===== src/rtl/core/mwe_pkg.sv =====
// Shared types, constants and helpers for the Microwire EEPROM master.
// No dependencies; imported by every module of the block.
`timescale 1ns / 1ps

package mwe_pkg;

   // Geometry of the serial memory
   localparam int ADDRESS_BITS = 8;
   localparam int WORD_BITS    = 16;
   localparam int MAX_BURST    = 256;
   localparam int CMD_BITS     = 4 + ADDRESS_BITS;

   localparam int TICK_W      = 24;
   localparam int COUNT_W     = 9;
   localparam int BIT_W       = 5;
   localparam int CMD_IDX_W   = $clog2(CMD_BITS);
   localparam int WORD_IDX_W  = $clog2(WORD_BITS);
   localparam int CSR_IDX_W   = 2;
   localparam int CSR_DATA_W  = 24;

   localparam logic [BIT_W-1:0]   CMD_LEN   = BIT_W'(CMD_BITS);
   localparam logic [BIT_W-1:0]   WORD_LEN  = BIT_W'(WORD_BITS);
   localparam logic [BIT_W-1:0]   WORD_LAST = BIT_W'(WORD_BITS - 1);
   localparam logic [COUNT_W-1:0] BURST_MAX = COUNT_W'(MAX_BURST);

   // Opcodes
   localparam logic [1:0] OP_READ  = 2'b10;
   localparam logic [1:0] OP_WRITE = 2'b01;
   localparam logic [1:0] OP_MISC  = 2'b00;

   // Address fields of the miscellaneous commands
   localparam logic [ADDRESS_BITS-1:0] ADDR_ENABLE  = {ADDRESS_BITS{1'b1}};
   localparam logic [ADDRESS_BITS-1:0] ADDR_DISABLE =
      ADDRESS_BITS'((1 << (ADDRESS_BITS - 2)) - 1);
   localparam logic [ADDRESS_BITS-1:0] ADDR_WRALL   =
      ADDRESS_BITS'((1 << (ADDRESS_BITS - 1)) - 2);

   // Item modes
   localparam logic [2:0] MODE_TICK      = 3'd0;
   localparam logic [2:0] MODE_READ      = 3'd1;
   localparam logic [2:0] MODE_WRITE     = 3'd2;
   localparam logic [2:0] MODE_ENABLE    = 3'd3;
   localparam logic [2:0] MODE_DISABLE   = 3'd4;
   localparam logic [2:0] MODE_WRITE_ALL = 3'd5;

   // Status codes
   localparam logic [1:0] STATUS_IDLE = 2'd0;
   localparam logic [1:0] STATUS_DONE = 2'd1;
   localparam logic [1:0] STATUS_BUSY = 2'd2;

   // Register indexes
   localparam logic [CSR_IDX_W-1:0] CSR_PHASE  = 2'd0;
   localparam logic [CSR_IDX_W-1:0] CSR_SETUP  = 2'd1;
   localparam logic [CSR_IDX_W-1:0] CSR_SETTLE = 2'd2;
   localparam logic [CSR_IDX_W-1:0] CSR_POLL   = 2'd3;

   // Register reset values
   localparam logic [15:0]       RST_PHASE  = 16'd4;
   localparam logic [15:0]       RST_SETUP  = 16'd4;
   localparam logic [15:0]       RST_SETTLE = 16'd8;
   localparam logic [TICK_W-1:0] RST_POLL   = 24'd100000;

   typedef enum logic [10:0] {
      S_IDLE   = 11'b000_0000_0001,
      S_LEAD   = 11'b000_0000_0010,
      S_SETUP  = 11'b000_0000_0100,
      S_CMD    = 11'b000_0000_1000,
      S_DUMMY  = 11'b000_0001_0000,
      S_DIN    = 11'b000_0010_0000,
      S_DOUT   = 11'b000_0100_0000,
      S_TAIL   = 11'b000_1000_0000,
      S_SETTLE = 11'b001_0000_0000,
      S_POLL   = 11'b010_0000_0000,
      S_DONE   = 11'b100_0000_0000
   } state_type;

   typedef enum logic [1:0] {
      K_SWITCH = 2'd0,
      K_READ   = 2'd1,
      K_WRITE  = 2'd2
   } kind_type;

   typedef struct packed {
      logic [15:0]       phase_ticks;
      logic [15:0]       setup_ticks;
      logic [15:0]       settle_ticks;
      logic [TICK_W-1:0] poll_limit;
   } cfg_type;

   typedef struct packed {
      logic                 chip_select;
      logic                 serial_clock;
      logic                 data_in_pin;
      logic [WORD_BITS-1:0] read_word;
      logic                 read_valid;
      logic                 read_last;
      logic [1:0]           status;
   } result_type;

   // Header 0 then start bit 1, opcode, address
   function automatic logic [CMD_BITS-1:0] make_cmd(input logic [1:0] op,
                                                    input logic [ADDRESS_BITS-1:0] addr);
      return {2'b01, op, addr};
   endfunction

endpackage


===== src/rtl/core/mwe_csr.sv =====
// Configuration register bank of the Microwire EEPROM master.
// Depends on mwe_pkg for the register indexes, reset values and cfg_type.
`timescale 1ns / 1ps

module mwe_csr (
   input  logic                             clock,
   input  logic                             reset,
   input  logic                             csr_valid,
   output logic                             csr_ready,
   input  logic [mwe_pkg::CSR_IDX_W-1:0]    csr_index,
   input  logic [mwe_pkg::CSR_DATA_W-1:0]   csr_data,
   output mwe_pkg::cfg_type                 cfg
);
   import mwe_pkg::*;

   cfg_type cfg_ff;
   cfg_type cfg_in;

   // Writes are always accepted and take effect on the next cycle
   assign csr_ready = 1'b1;
   assign cfg       = cfg_ff;

   // Decode the index and replace one field
   always_comb begin
      cfg_in = cfg_ff;
      if (csr_valid) begin
         unique case (csr_index)
            CSR_PHASE:  cfg_in.phase_ticks  = csr_data[15:0];
            CSR_SETUP:  cfg_in.setup_ticks  = csr_data[15:0];
            CSR_SETTLE: cfg_in.settle_ticks = csr_data[15:0];
            CSR_POLL:   cfg_in.poll_limit   = csr_data[TICK_W-1:0];
            default:    cfg_in = cfg_ff;
         endcase
      end
   end

   always_ff @(posedge clock) begin
      if (reset) begin
         cfg_ff.phase_ticks  <= RST_PHASE;
         cfg_ff.setup_ticks  <= RST_SETUP;
         cfg_ff.settle_ticks <= RST_SETTLE;
         cfg_ff.poll_limit   <= RST_POLL;
      end else begin
         cfg_ff <= cfg_in;
      end
   end

endmodule


===== src/rtl/core/mwe_seq.sv =====
// Frame sequencer: state registers plus the one-item step and pin decode.
// Depends on mwe_pkg for states, codes, cfg_type and result_type.
`timescale 1ns / 1ps

module mwe_seq (
   input  logic                               clock,
   input  logic                               reset,
   input  logic                               item_en,
   input  logic [2:0]                         item_mode,
   input  logic [mwe_pkg::ADDRESS_BITS-1:0]   item_address,
   input  logic [mwe_pkg::WORD_BITS-1:0]      item_write_data,
   input  logic [mwe_pkg::COUNT_W-1:0]        item_word_count,
   input  logic                               item_block,
   input  logic                               item_pin,
   input  mwe_pkg::cfg_type                   cfg,
   output mwe_pkg::result_type                res
);
   import mwe_pkg::*;

   state_type              state_ff, state_in;
   kind_type               kind_ff, kind_in;
   logic [TICK_W-1:0]      tick_ff, tick_in;
   logic [1:0]             phase_ff, phase_in;
   logic [BIT_W-1:0]       bit_ff, bit_in;
   logic [CMD_BITS-1:0]    cmd_ff, cmd_in;
   logic [WORD_BITS-1:0]   shift_ff, shift_in;
   logic [COUNT_W-1:0]     words_ff, words_in;
   logic [2:0]             pend_ff, pend_in;
   logic                   block_ff, block_in;
   logic [WORD_BITS-1:0]   last_word_ff, last_word_in;

   logic                   busy;
   logic                   timed;
   logic [15:0]            dur;
   logic [15:0]            unit;
   logic [TICK_W-1:0]      limit;
   logic [TICK_W:0]        cnt_inc;
   logic [1:0]             ph_step;
   logic [BIT_W-1:0]       bc_step;
   logic [COUNT_W-1:0]     words_dec;
   logic [COUNT_W-1:0]     burst;
   logic                   load_go;
   logic [CMD_BITS-1:0]    load_cmd;
   kind_type               load_kind;
   logic                   word_done;
   logic                   word_last;
   logic [CMD_IDX_W-1:0]   cmd_idx;
   logic [WORD_IDX_W-1:0]  word_idx;

   assign busy      = !(state_ff == S_IDLE || state_ff == S_DONE);
   assign unit      = (cfg.phase_ticks == '0) ? 16'd1 : cfg.phase_ticks;
   assign limit     = (cfg.poll_limit == '0) ? TICK_W'(1) : cfg.poll_limit;
   assign cnt_inc   = {1'b0, tick_ff} + (TICK_W + 1)'(1);
   assign ph_step   = phase_ff + 2'd1;
   assign bc_step   = bit_ff + BIT_W'(1);
   assign words_dec = (words_ff != '0) ? words_ff - COUNT_W'(1) : words_ff;

   // Clamp the burst length
   always_comb begin
      if (item_word_count == '0) begin
         burst = COUNT_W'(1);
      end else if (item_word_count > BURST_MAX) begin
         burst = BURST_MAX;
      end else begin
         burst = item_word_count;
      end
   end

   // Length of the current timed state
   always_comb begin
      timed = 1'b1;
      dur   = unit;
      unique case (state_ff)
         S_LEAD, S_CMD, S_DUMMY, S_DIN, S_DOUT, S_TAIL: dur = unit;
         S_SETUP:  dur = cfg.setup_ticks;
         S_SETTLE: dur = cfg.settle_ticks;
         default:  timed = 1'b0;
      endcase
   end

   // Step the sequence by one item
   always_comb begin
      state_in     = state_ff;
      kind_in      = kind_ff;
      tick_in      = tick_ff;
      phase_in     = phase_ff;
      bit_in       = bit_ff;
      cmd_in       = cmd_ff;
      shift_in     = shift_ff;
      words_in     = words_ff;
      pend_in      = pend_ff;
      block_in     = block_ff;
      last_word_in = last_word_ff;
      load_go      = 1'b0;
      load_cmd     = cmd_ff;
      load_kind    = kind_ff;
      word_done    = 1'b0;
      word_last    = 1'b0;

      if (item_en && item_mode == MODE_TICK) begin
         if (state_ff == S_POLL) begin
            // Poll ready until the data-out pin reads low or the limit runs out
            if (!item_pin || cnt_inc >= (TICK_W + 1)'(limit)) begin
               tick_in = '0;
               if (pend_ff == MODE_WRITE_ALL) begin
                  load_go   = 1'b1;
                  load_cmd  = make_cmd(OP_MISC, ADDR_DISABLE);
                  load_kind = K_SWITCH;
               end else begin
                  state_in = S_DONE;
               end
            end else begin
               tick_in = cnt_inc[TICK_W-1:0];
            end
         end else if (timed) begin
            if (cnt_inc >= (TICK_W + 1)'(dur)) begin
               tick_in = '0;
               unique case (state_ff)
                  S_LEAD: begin
                     state_in = S_SETUP;
                     if (cfg.setup_ticks == '0) begin
                        state_in = S_CMD;
                        phase_in = '0;
                        bit_in   = '0;
                     end
                  end
                  S_SETUP: begin
                     state_in = S_CMD;
                     phase_in = '0;
                     bit_in   = '0;
                  end
                  S_SETTLE: state_in = S_POLL;
                  S_TAIL: begin
                     if (kind_ff == K_WRITE) begin
                        state_in = (cfg.settle_ticks == '0) ? S_POLL : S_SETTLE;
                     end else if (pend_ff == MODE_WRITE_ALL &&
                                  cmd_ff == make_cmd(OP_MISC, ADDR_ENABLE)) begin
                        load_go   = 1'b1;
                        load_cmd  = make_cmd(OP_MISC, ADDR_WRALL | ADDRESS_BITS'(block_ff));
                        load_kind = K_WRITE;
                     end else begin
                        state_in = S_DONE;
                     end
                  end
                  default: begin
                     // Shifting states: advance a quarter bit
                     phase_in = ph_step;
                     if (phase_ff == 2'd3) begin
                        priority if (state_ff == S_CMD && bc_step >= CMD_LEN) begin
                           bit_in = '0;
                           unique case (kind_ff)
                              K_READ:  state_in = S_DUMMY;
                              K_WRITE: state_in = S_DOUT;
                              default: state_in = S_TAIL;
                           endcase
                        end else if (state_ff == S_DUMMY) begin
                           bit_in   = '0;
                           state_in = S_DIN;
                        end else if (state_ff == S_DOUT && bc_step >= WORD_LEN) begin
                           bit_in   = bc_step;
                           state_in = S_TAIL;
                        end else if (state_ff == S_DIN && bc_step >= WORD_LEN) begin
                           bit_in   = '0;
                           words_in = words_dec;
                           if (words_dec == '0) begin
                              state_in = S_TAIL;
                           end
                        end else begin
                           bit_in = bc_step;
                        end
                        // Sample the inverted data-out pin on entry to phase 0
                        if (state_in == S_DIN) begin
                           shift_in = {shift_ff[WORD_BITS-2:0], ~item_pin};
                           if (bit_in == WORD_LAST) begin
                              last_word_in = shift_in;
                              word_done    = 1'b1;
                              word_last    = (words_in <= COUNT_W'(1));
                           end
                        end
                     end
                  end
               endcase
            end else begin
               tick_in = cnt_inc[TICK_W-1:0];
            end
         end
      end else if (item_en && item_mode <= MODE_WRITE_ALL && !busy) begin
         // Start a new frame
         pend_in  = item_mode;
         shift_in = '0;
         block_in = item_block;
         load_go  = 1'b1;
         unique case (item_mode)
            MODE_READ: begin
               words_in  = burst;
               load_cmd  = make_cmd(OP_READ, item_address);
               load_kind = K_READ;
            end
            MODE_WRITE: begin
               shift_in  = item_write_data;
               load_cmd  = make_cmd(OP_WRITE, item_address);
               load_kind = K_WRITE;
            end
            MODE_ENABLE: begin
               load_cmd  = make_cmd(OP_MISC, ADDR_ENABLE);
               load_kind = K_SWITCH;
            end
            MODE_DISABLE: begin
               load_cmd  = make_cmd(OP_MISC, ADDR_DISABLE);
               load_kind = K_SWITCH;
            end
            default: begin
               shift_in  = item_write_data;
               load_cmd  = make_cmd(OP_MISC, ADDR_ENABLE);
               load_kind = K_SWITCH;
            end
         endcase
      end

      // Load a frame and restart its timing
      if (load_go) begin
         cmd_in   = load_cmd;
         kind_in  = load_kind;
         state_in = S_LEAD;
         tick_in  = '0;
         phase_in = '0;
         bit_in   = '0;
      end
   end

   assign cmd_idx  = CMD_IDX_W'(CMD_BITS - 1) - bit_in[CMD_IDX_W-1:0];
   assign word_idx = WORD_IDX_W'(WORD_BITS - 1) - bit_in[WORD_IDX_W-1:0];

   // Decode pins and status from the new state
   always_comb begin
      res.chip_select  = 1'b0;
      res.serial_clock = 1'b1;
      res.data_in_pin  = 1'b1;
      res.read_word    = last_word_in;
      res.read_valid   = word_done;
      res.read_last    = word_last;
      res.status       = STATUS_BUSY;
      unique case (state_in)
         S_IDLE: res.status = STATUS_IDLE;
         S_DONE: res.status = STATUS_DONE;
         S_LEAD: res.data_in_pin = 1'b0;
         S_SETUP: begin
            res.serial_clock = 1'b0;
            res.data_in_pin  = 1'b0;
         end
         S_CMD: begin
            res.chip_select  = 1'b1;
            res.serial_clock = phase_in[1];
            res.data_in_pin  = cmd_in[cmd_idx];
         end
         S_DOUT: begin
            res.chip_select  = 1'b1;
            res.serial_clock = phase_in[1];
            res.data_in_pin  = shift_in[word_idx];
         end
         S_DUMMY, S_DIN: begin
            res.chip_select  = 1'b1;
            res.serial_clock = phase_in[1];
            res.data_in_pin  = 1'b0;
         end
         S_TAIL: begin
            res.chip_select  = 1'b1;
            res.serial_clock = 1'b0;
            res.data_in_pin  = 1'b0;
         end
         S_SETTLE: res.data_in_pin = 1'b0;
         S_POLL: begin
            res.chip_select = 1'b1;
            res.data_in_pin = 1'b0;
         end
         default: res.status = STATUS_IDLE;
      endcase
   end

   always_ff @(posedge clock) begin
      if (reset) begin
         state_ff     <= S_IDLE;
         kind_ff      <= K_SWITCH;
         tick_ff      <= '0;
         phase_ff     <= '0;
         bit_ff       <= '0;
         cmd_ff       <= '0;
         shift_ff     <= '0;
         words_ff     <= '0;
         pend_ff      <= '0;
         block_ff     <= 1'b0;
         last_word_ff <= '0;
      end else begin
         state_ff     <= state_in;
         kind_ff      <= kind_in;
         tick_ff      <= tick_in;
         phase_ff     <= phase_in;
         bit_ff       <= bit_in;
         cmd_ff       <= cmd_in;
         shift_ff     <= shift_in;
         words_ff     <= words_in;
         pend_ff      <= pend_in;
         block_ff     <= block_in;
         last_word_ff <= last_word_in;
      end
   end

   // Bit position stays inside the field being shifted
   a_cmd_bits: assert property (@(posedge clock) disable iff (reset)
      (state_ff == S_CMD) |-> (bit_ff < CMD_LEN))
      else $error("command bit index out of range");

   a_data_bits: assert property (@(posedge clock) disable iff (reset)
      (state_ff == S_DIN || state_ff == S_DOUT) |-> (bit_ff < WORD_LEN))
      else $error("data bit index out of range");

   // A read run never sits in sampling with no words left
   a_words_left: assert property (@(posedge clock) disable iff (reset)
      (state_ff == S_DIN) |-> (words_ff != '0))
      else $error("sampling with empty word count");

   // Ticks leave an idle block idle
   a_idle_tick: assert property (@(posedge clock) disable iff (reset)
      (item_en && item_mode == MODE_TICK && state_ff == S_IDLE) |=> (state_ff == S_IDLE))
      else $error("tick moved an idle sequencer");

endmodule


===== src/rtl/core/microwire_eeprom_master.sv =====
// Top level of the Microwire EEPROM master: input register, sequencer, result register.
// Depends on mwe_pkg, mwe_csr and mwe_seq.
//
//   channel | direction | handshake             | payload
//   req     | in        | req_valid / req_ready | mode, address, write_data, word_count,
//           |           |                       | block_select, data_out_pin
//   rsp     | out       | rsp_valid / rsp_ready | chip_select, serial_clock, data_in_pin,
//           |           |                       | read_word, read_valid, read_last, status
//   csr     | in        | csr_valid / csr_ready | csr_index, csr_data
//
// One item per clock sustained while rsp_ready stays high; each accepted item passes through
// the input register, then the sequencer step into the result register.
// Reset loads the register defaults, sends the sequencer idle and empties both registers.
// With rsp_ready low the result holds; req_ready stays high only while the input register
// is empty, so at most one more beat is taken. Register writes take effect on the next
// cycle; csr_ready stays high.
`timescale 1ns / 1ps

module microwire_eeprom_master (
   input  logic                               clock,
   input  logic                               reset,
   input  logic                               req_valid,
   output logic                               req_ready,
   input  logic [2:0]                         req_mode,
   input  logic [mwe_pkg::ADDRESS_BITS-1:0]   req_address,
   input  logic [mwe_pkg::WORD_BITS-1:0]      req_write_data,
   input  logic [mwe_pkg::COUNT_W-1:0]        req_word_count,
   input  logic                               req_block_select,
   input  logic                               req_data_out_pin,
   output logic                               rsp_valid,
   input  logic                               rsp_ready,
   output logic                               rsp_chip_select,
   output logic                               rsp_serial_clock,
   output logic                               rsp_data_in_pin,
   output logic [mwe_pkg::WORD_BITS-1:0]      rsp_read_word,
   output logic                               rsp_read_valid,
   output logic                               rsp_read_last,
   output logic [1:0]                         rsp_status,
   input  logic                               csr_valid,
   output logic                               csr_ready,
   input  logic [mwe_pkg::CSR_IDX_W-1:0]      csr_index,
   input  logic [mwe_pkg::CSR_DATA_W-1:0]     csr_data
);
   import mwe_pkg::*;

   logic                     in_valid_ff, in_valid_in;
   logic [2:0]               in_mode_ff;
   logic [ADDRESS_BITS-1:0]  in_address_ff;
   logic [WORD_BITS-1:0]     in_wdata_ff;
   logic [COUNT_W-1:0]       in_count_ff;
   logic                     in_block_ff;
   logic                     in_pin_ff;
   logic                     rsp_valid_ff, rsp_valid_in;
   result_type               rsp_ff;
   result_type               step_res;
   cfg_type                  cfg;
   logic                     adv;
   logic                     req_take;

   // Move the held beat through the sequencer when the result slot frees
   assign adv       = in_valid_ff && (!rsp_valid_ff || rsp_ready);
   assign req_ready = !in_valid_ff || adv;
   assign req_take  = req_valid && req_ready;

   assign in_valid_in  = req_take ? 1'b1 : (adv ? 1'b0 : in_valid_ff);
   assign rsp_valid_in = adv ? 1'b1 : (rsp_ready ? 1'b0 : rsp_valid_ff);

   mwe_csr u_csr (
      .clock     (clock),
      .reset     (reset),
      .csr_valid (csr_valid),
      .csr_ready (csr_ready),
      .csr_index (csr_index),
      .csr_data  (csr_data),
      .cfg       (cfg)
   );

   mwe_seq u_seq (
      .clock           (clock),
      .reset           (reset),
      .item_en         (adv),
      .item_mode       (in_mode_ff),
      .item_address    (in_address_ff),
      .item_write_data (in_wdata_ff),
      .item_word_count (in_count_ff),
      .item_block      (in_block_ff),
      .item_pin        (in_pin_ff),
      .cfg             (cfg),
      .res             (step_res)
   );

   // Hold control state
   always_ff @(posedge clock) begin
      if (reset) begin
         in_valid_ff  <= 1'b0;
         rsp_valid_ff <= 1'b0;
      end else begin
         in_valid_ff  <= in_valid_in;
         rsp_valid_ff <= rsp_valid_in;
      end
   end

   // Capture the incoming beat
   always_ff @(posedge clock) begin
      if (req_take) begin
         in_mode_ff    <= req_mode;
         in_address_ff <= req_address;
         in_wdata_ff   <= req_write_data;
         in_count_ff   <= req_word_count;
         in_block_ff   <= req_block_select;
         in_pin_ff     <= req_data_out_pin;
      end
   end

   // Capture the result beat
   always_ff @(posedge clock) begin
      if (adv) begin
         rsp_ff <= step_res;
      end
   end

   assign rsp_valid        = rsp_valid_ff;
   assign rsp_chip_select  = rsp_ff.chip_select;
   assign rsp_serial_clock = rsp_ff.serial_clock;
   assign rsp_data_in_pin  = rsp_ff.data_in_pin;
   assign rsp_read_word    = rsp_ff.read_word;
   assign rsp_read_valid   = rsp_ff.read_valid;
   assign rsp_read_last    = rsp_ff.read_last;
   assign rsp_status       = rsp_ff.status;

endmodule


===== config.mk =====
export PLATFORM = sky130hd
export DESIGN_NAME = microwire_eeprom_master
export DESIGN_NICKNAME = d
export VERILOG_FILES = /design/src/rtl/core/mwe_pkg.sv /design/src/rtl/core/mwe_csr.sv /design/src/rtl/core/mwe_seq.sv /design/src/rtl/core/microwire_eeprom_master.sv
export SDC_FILE = /design/constraint.sdc
export NUM_CORES = 1
export LEC_CHECK = 0
export ABC_CLOCK_PERIOD_IN_PS = 7600
export BUFFER_PORTS_ARGS = -buffer_cell sky130_fd_sc_hd__buf_4
export CAP_MARGIN = 0
export CORE_UTILIZATION = 61
export CTS_CLUSTER_DIAMETER = 80
export DETAILED_ROUTE_END_ITERATION = 8
export PLACE_DENSITY = 0.85
export SETUP_SLACK_MARGIN = 0.5
export SLEW_MARGIN = 20
export SYNTH_ARGS = -nofsm -noshare
export SYNTH_HDL_FRONTEND = slang
export SYNTH_HIERARCHICAL = 1
export SYNTH_SLANG_ARGS = --single-unit
export TNS_END_PERCENT = 50

===== constraint.sdc =====
create_clock -name clock -period 7.6 [get_ports clock]
set_clock_uncertainty 0.15 [all_clocks]
set_input_delay 0 -clock clock [delete_from_list [all_inputs] [get_ports clock]]
set_output_delay 0 -clock clock [all_outputs]
set_load 0.02 [all_outputs]

==> impl_metrics.py <==
metrics = {
    "timing": {
        "post-route-period-util": 0.8578,
        "fmax_mhz": 153.4,
        "rsz0062_at_grt": "false",
        "setup_violations": 0,
        "hold_viol": 0,
        "holdWs_ns": 0.04699,
        "setup-tns-final_ns": 0,
        "period_needed_ns": 6.519,
        "drv_slew": 0,
        "relSlewSlack": 0.2649,
        "tightest_slew_ns": 1.099,
    },
    "setup_path": {
        "worst_path_largest_cell_delay_ns": 0.67,
        "crit_buf_inv": 1,
        "path_depth": 20,
        "cp.arrival_ns": 6.62,
        "slowest_stage": "nor3_2",
        "worst_ep_required_time_ns": 7.70,
        "path_cells": "or2_2 -> or3_1 -> nor3_2 -> nor3_1 -> buf_4 -> a222oi_1 -> ha_1 -> nand4_1 -> nor4_1 -> a2111oi_0 -> o41a_1 -> o22ai_1 -> o211ai_4 -> o22a_1 -> nor4bb_1 -> nor2b_1 -> a41oi_1 -> o211ai_1 -> o41a_1 -> o311ai_1",
        "rr_worst_depth": 20,
        "cp_common_cell": "o41a_1",
        "critPathLaunchType": "flop",
        "endpoint_kind": "flop",
        "crit_type": "flop to flop",
        "critical_path.max_fanout": 15,
        "crit_family": "compound AO/OA/AOI/OAI gates",
    },
    "cts": {
        "cts_resized": 0,
        "post-cts-setup-buffer-count": 0,
        "cts_sinks": 236,
        "clock_path_buffers": 3,
        "tritoncts": "built",
        "clkLatencyLatePin_ns": 0.53,
        "cts_buffers": 25,
        "cts_root_buf": "clkbuf_16",
        "clkTransAtPathRegs_ns": 0.06,
        "htreeDepth": 1,
    },
    "power": {
        "internal-power_w": 0.002254,
        "fin_total_pwr_w": 0.002976,
        "p_per_area_nw_per_um2": 192.6,
        "p_sw_frac": 0.2425,
        "switchingPower_w": 0.0007215,
        "seq_power_share": 0.462,
        "p_comb_frac": 0.098,
        "p_clk_frac": 0.440,
        "ir_drop_v": 0.0002000,
        "leakagePower_nw": 6.213,
    },
    "global_route": {
        "antenna_found_initial": 0,
        "overflow": 0,
        "grt_pass1_vias": 11620,
        "grt_use_total": 0.3545,
        "grt_pass1_wl_mm": 61.79,
        "grt_max_degree": 115,
    },
    "placement": {
        "portBuffers": 93,
        "dpl-instance-area_um2": 13860,
        "place.gp.congestion": 0.9937,
        "hpwlAfterDp_mm": 25.51,
    },
    "yosys": {
        "synthDominantCellAreaShare": 0.2676,
        "synth_edf_count": 61,
        "synth_ff_type": "dfxtp_1",
        "synth.cell_area_um2": 13090,
        "synthArstFlopShare": 0,
        "synth_top_cell_by_area": "dfxtp_1",
        "synth-seq-cells": 236,
        "ys_types": 95,
        "synth_area_leaders": "dfxtp_1 27%, edfxtp_1 14%, mux2i_1 6.3%",
        "synth_fp_nets": 1598,
        "ys_seq_area_frac": 0.4075,
        "netlist_instances": 1481,
        "yosysWarnings": 6,
        "avgSynthCellArea_um2": 8.841,
    },
    "detailed_routing": {
        "drc": 0,
        "drtPass1Iterations": 8,
        "vias_per_cell": 6.531,
        "routed_wl_mm": 39.54,
        "ant_nets": 0,
        "avgRoutedWirePerCell_um": 20.94,
        "drt_iter0_markers": 1601,
        "vias": 12330,
    },
    "worst_hold_path": {
        "hold_class": "primary input to flop",
        "min_path_cells": 2,
    },
    "final_layout": {
        "final_common_cell": "dfxtp_1",
        "drive_above_1_share": 0.1184,
        "final_nets": 1711,
        "n_fill_cell": 1404,
        "final_area_um2": 15450,
        "layout_common_cells": "175 x dfxtp_1, 152 x nor2_1, 144 x nand2_1, 108 x buf_4, 99 x nand2b_1",
        "syn2layout_area_growth_pct": 17.99,
        "final_util": 0.7350,
        "insertedDiodeCount": 0,
    },
    "die": {
        "dieHeight_um": 148.5,
        "initial_utilization": 0.6229,
        "ios": 95,
        "core_area_um2": 21020,
        "dieArea_um2": 22060,
        "die_x_um": 148.5,
        "rows": 53,
    },
    "job": {
        "drv_cap": 0,
    },
    "run_status": {
        "outcome": "finished, final reports clean",
    },
}
[flip-flops by register name (all words and copies together) (netlist names), 3 cells and up]
| signal | count |
|---|---|
| u_seq/state_ff | 11 |
| u_seq/tick_ff | 24 |
| in_address_ff | 8 |
| u_seq/words_ff | 9 |
| in_mode_ff | 3 |
| in_count_ff | 9 |
| u_seq/shift_ff | 16 |
| u_csr/cfg | 72 |
| u_seq/pend_ff | 3 |
| u_seq/last_word_ff | 16 |
| u_seq/bit_ff | 5 |
| rsp_read_word | 16 |
| in_wdata_ff | 16 |
| u_seq/cmd_ff | 12 |
[synthesized netlist by cell type (11+ instances only)]
| cell type | instances |
|---|---|
| dfxtp_1 | 175 |
| nor2_1 | 152 |
| nand2_1 | 144 |
| nand2b_1 | 99 |
| mux2i_1 | 82 |
| clkbuf_1 | 65 |
| edfxtp_1 | 61 |
| a21oi_1 | 59 |
| inv_1 | 52 |
| ha_1 | 48 |
| o21ai_0 | 48 |
| nor3_1 | 42 |
| nand3_1 | 38 |
| nor4_1 | 33 |
| nand4_1 | 24 |
| xnor2_1 | 22 |
| buf_2 | 21 |
| nor2b_1 | 21 |
| a22oi_1 | 20 |
| and3_1 | 16 |
| a211oi_1 | 15 |
| o211ai_1 | 14 |
| xor2_1 | 14 |
| or3_1 | 13 |
| a222oi_1 | 11 |
| nor3b_1 | 11 |
| or2_2 | 11 |
[power groups by stage]
stage,Combinational (W),Sequential (W),Clock (W)
2_1_floorplan,0.000160,0.00139,0
3_3_place_gp,0.000240,0.00140,0
3_5_place_dp,0.000245,0.00140,0
4_1_cts,0.000276,0.00137,0.00131
5_1_grt,0.000309,0.00138,0.00136
6_report,0.000291,0.00138,0.00131
[layout make-up]
cell class                 count  area, µm²  area share
timing repair buffer         180       1531     0.09913
sequential                   236       5335      0.3453
clock inverter                15      211.5     0.01369
clock buffer                  31      658.1     0.04260
inverter                      53      198.9     0.01288
multi-input combinational   1098       7171      0.4641
tap                          275      344.1     0.02227
[path summary, 6_finish.rpt]
check | startpoint | slack [ns] | end
max | u_seq/state_ff[5] | 1.08 | rsp_data_in_pin
min | req_word_count[4] | 0.05 | in_count_ff[4]
max reg2reg | u_seq/state_ff[5] | 1.08 | rsp_data_in_pin
min reg2reg | u_seq/cmd_ff[11] | 0.29 | u_seq/cmd_ff[11]
[worst register-to-register path: stages (launching register included)]
cell and delay, ns:
dfxtp_1 0.39, or2_2 0.36, or3_1 0.40, nor3_2 0.67
nor3_1 0.12, buf_4 0.22, a222oi_1 0.29, ha_1 0.32
nand4_1 0.17, nor4_1 0.09, a2111oi_0 0.44, o41a_1 0.29
o22ai_1 0.19, o211ai_4 0.48, o22a_1 0.30, nor4bb_1 0.52
nor2b_1 0.25, a41oi_1 0.07, o211ai_1 0.25, o41a_1 0.20
o311ai_1 0.09
[metrics by stage]
stage | worst slack (ns) | cells
finish | 1.081 | 1888
floorplan | 2.009 | 1481
global route | 0.7075 | 1888
global placement | 1.570 | 1770
detailed placement | 1.396 | 1770
CTS | 1.335 | 1888
[cell families after synthesis]
family,after synthesis,synth area share
simple gates,661,0.2685
compound gates,267,0.1420
flops,236,0.4075
buf+inv,147,0.04625
mux,85,0.06555
fa+ha+maj,48,0.04587
xor+xnor,36,0.02408
other cells,1,0.0002864
[layer usage]
metal,global-route usage,vias to the layer above,share of wire
met3,0.04233,145,0.086
met5,0,-,0
met4,0.1680,0,0.050
li1,-,5561,-
met1,0.4692,5851,0.40
met2,0.5766,774,0.46
[what timing repair did]
item | in CTS | in global routing
setup endpoints to repair | 0 | 0
endpoints found under the hold margin | 162 | 0
hold buffers | 72 | 0
(Power assumes the default switching activity.)
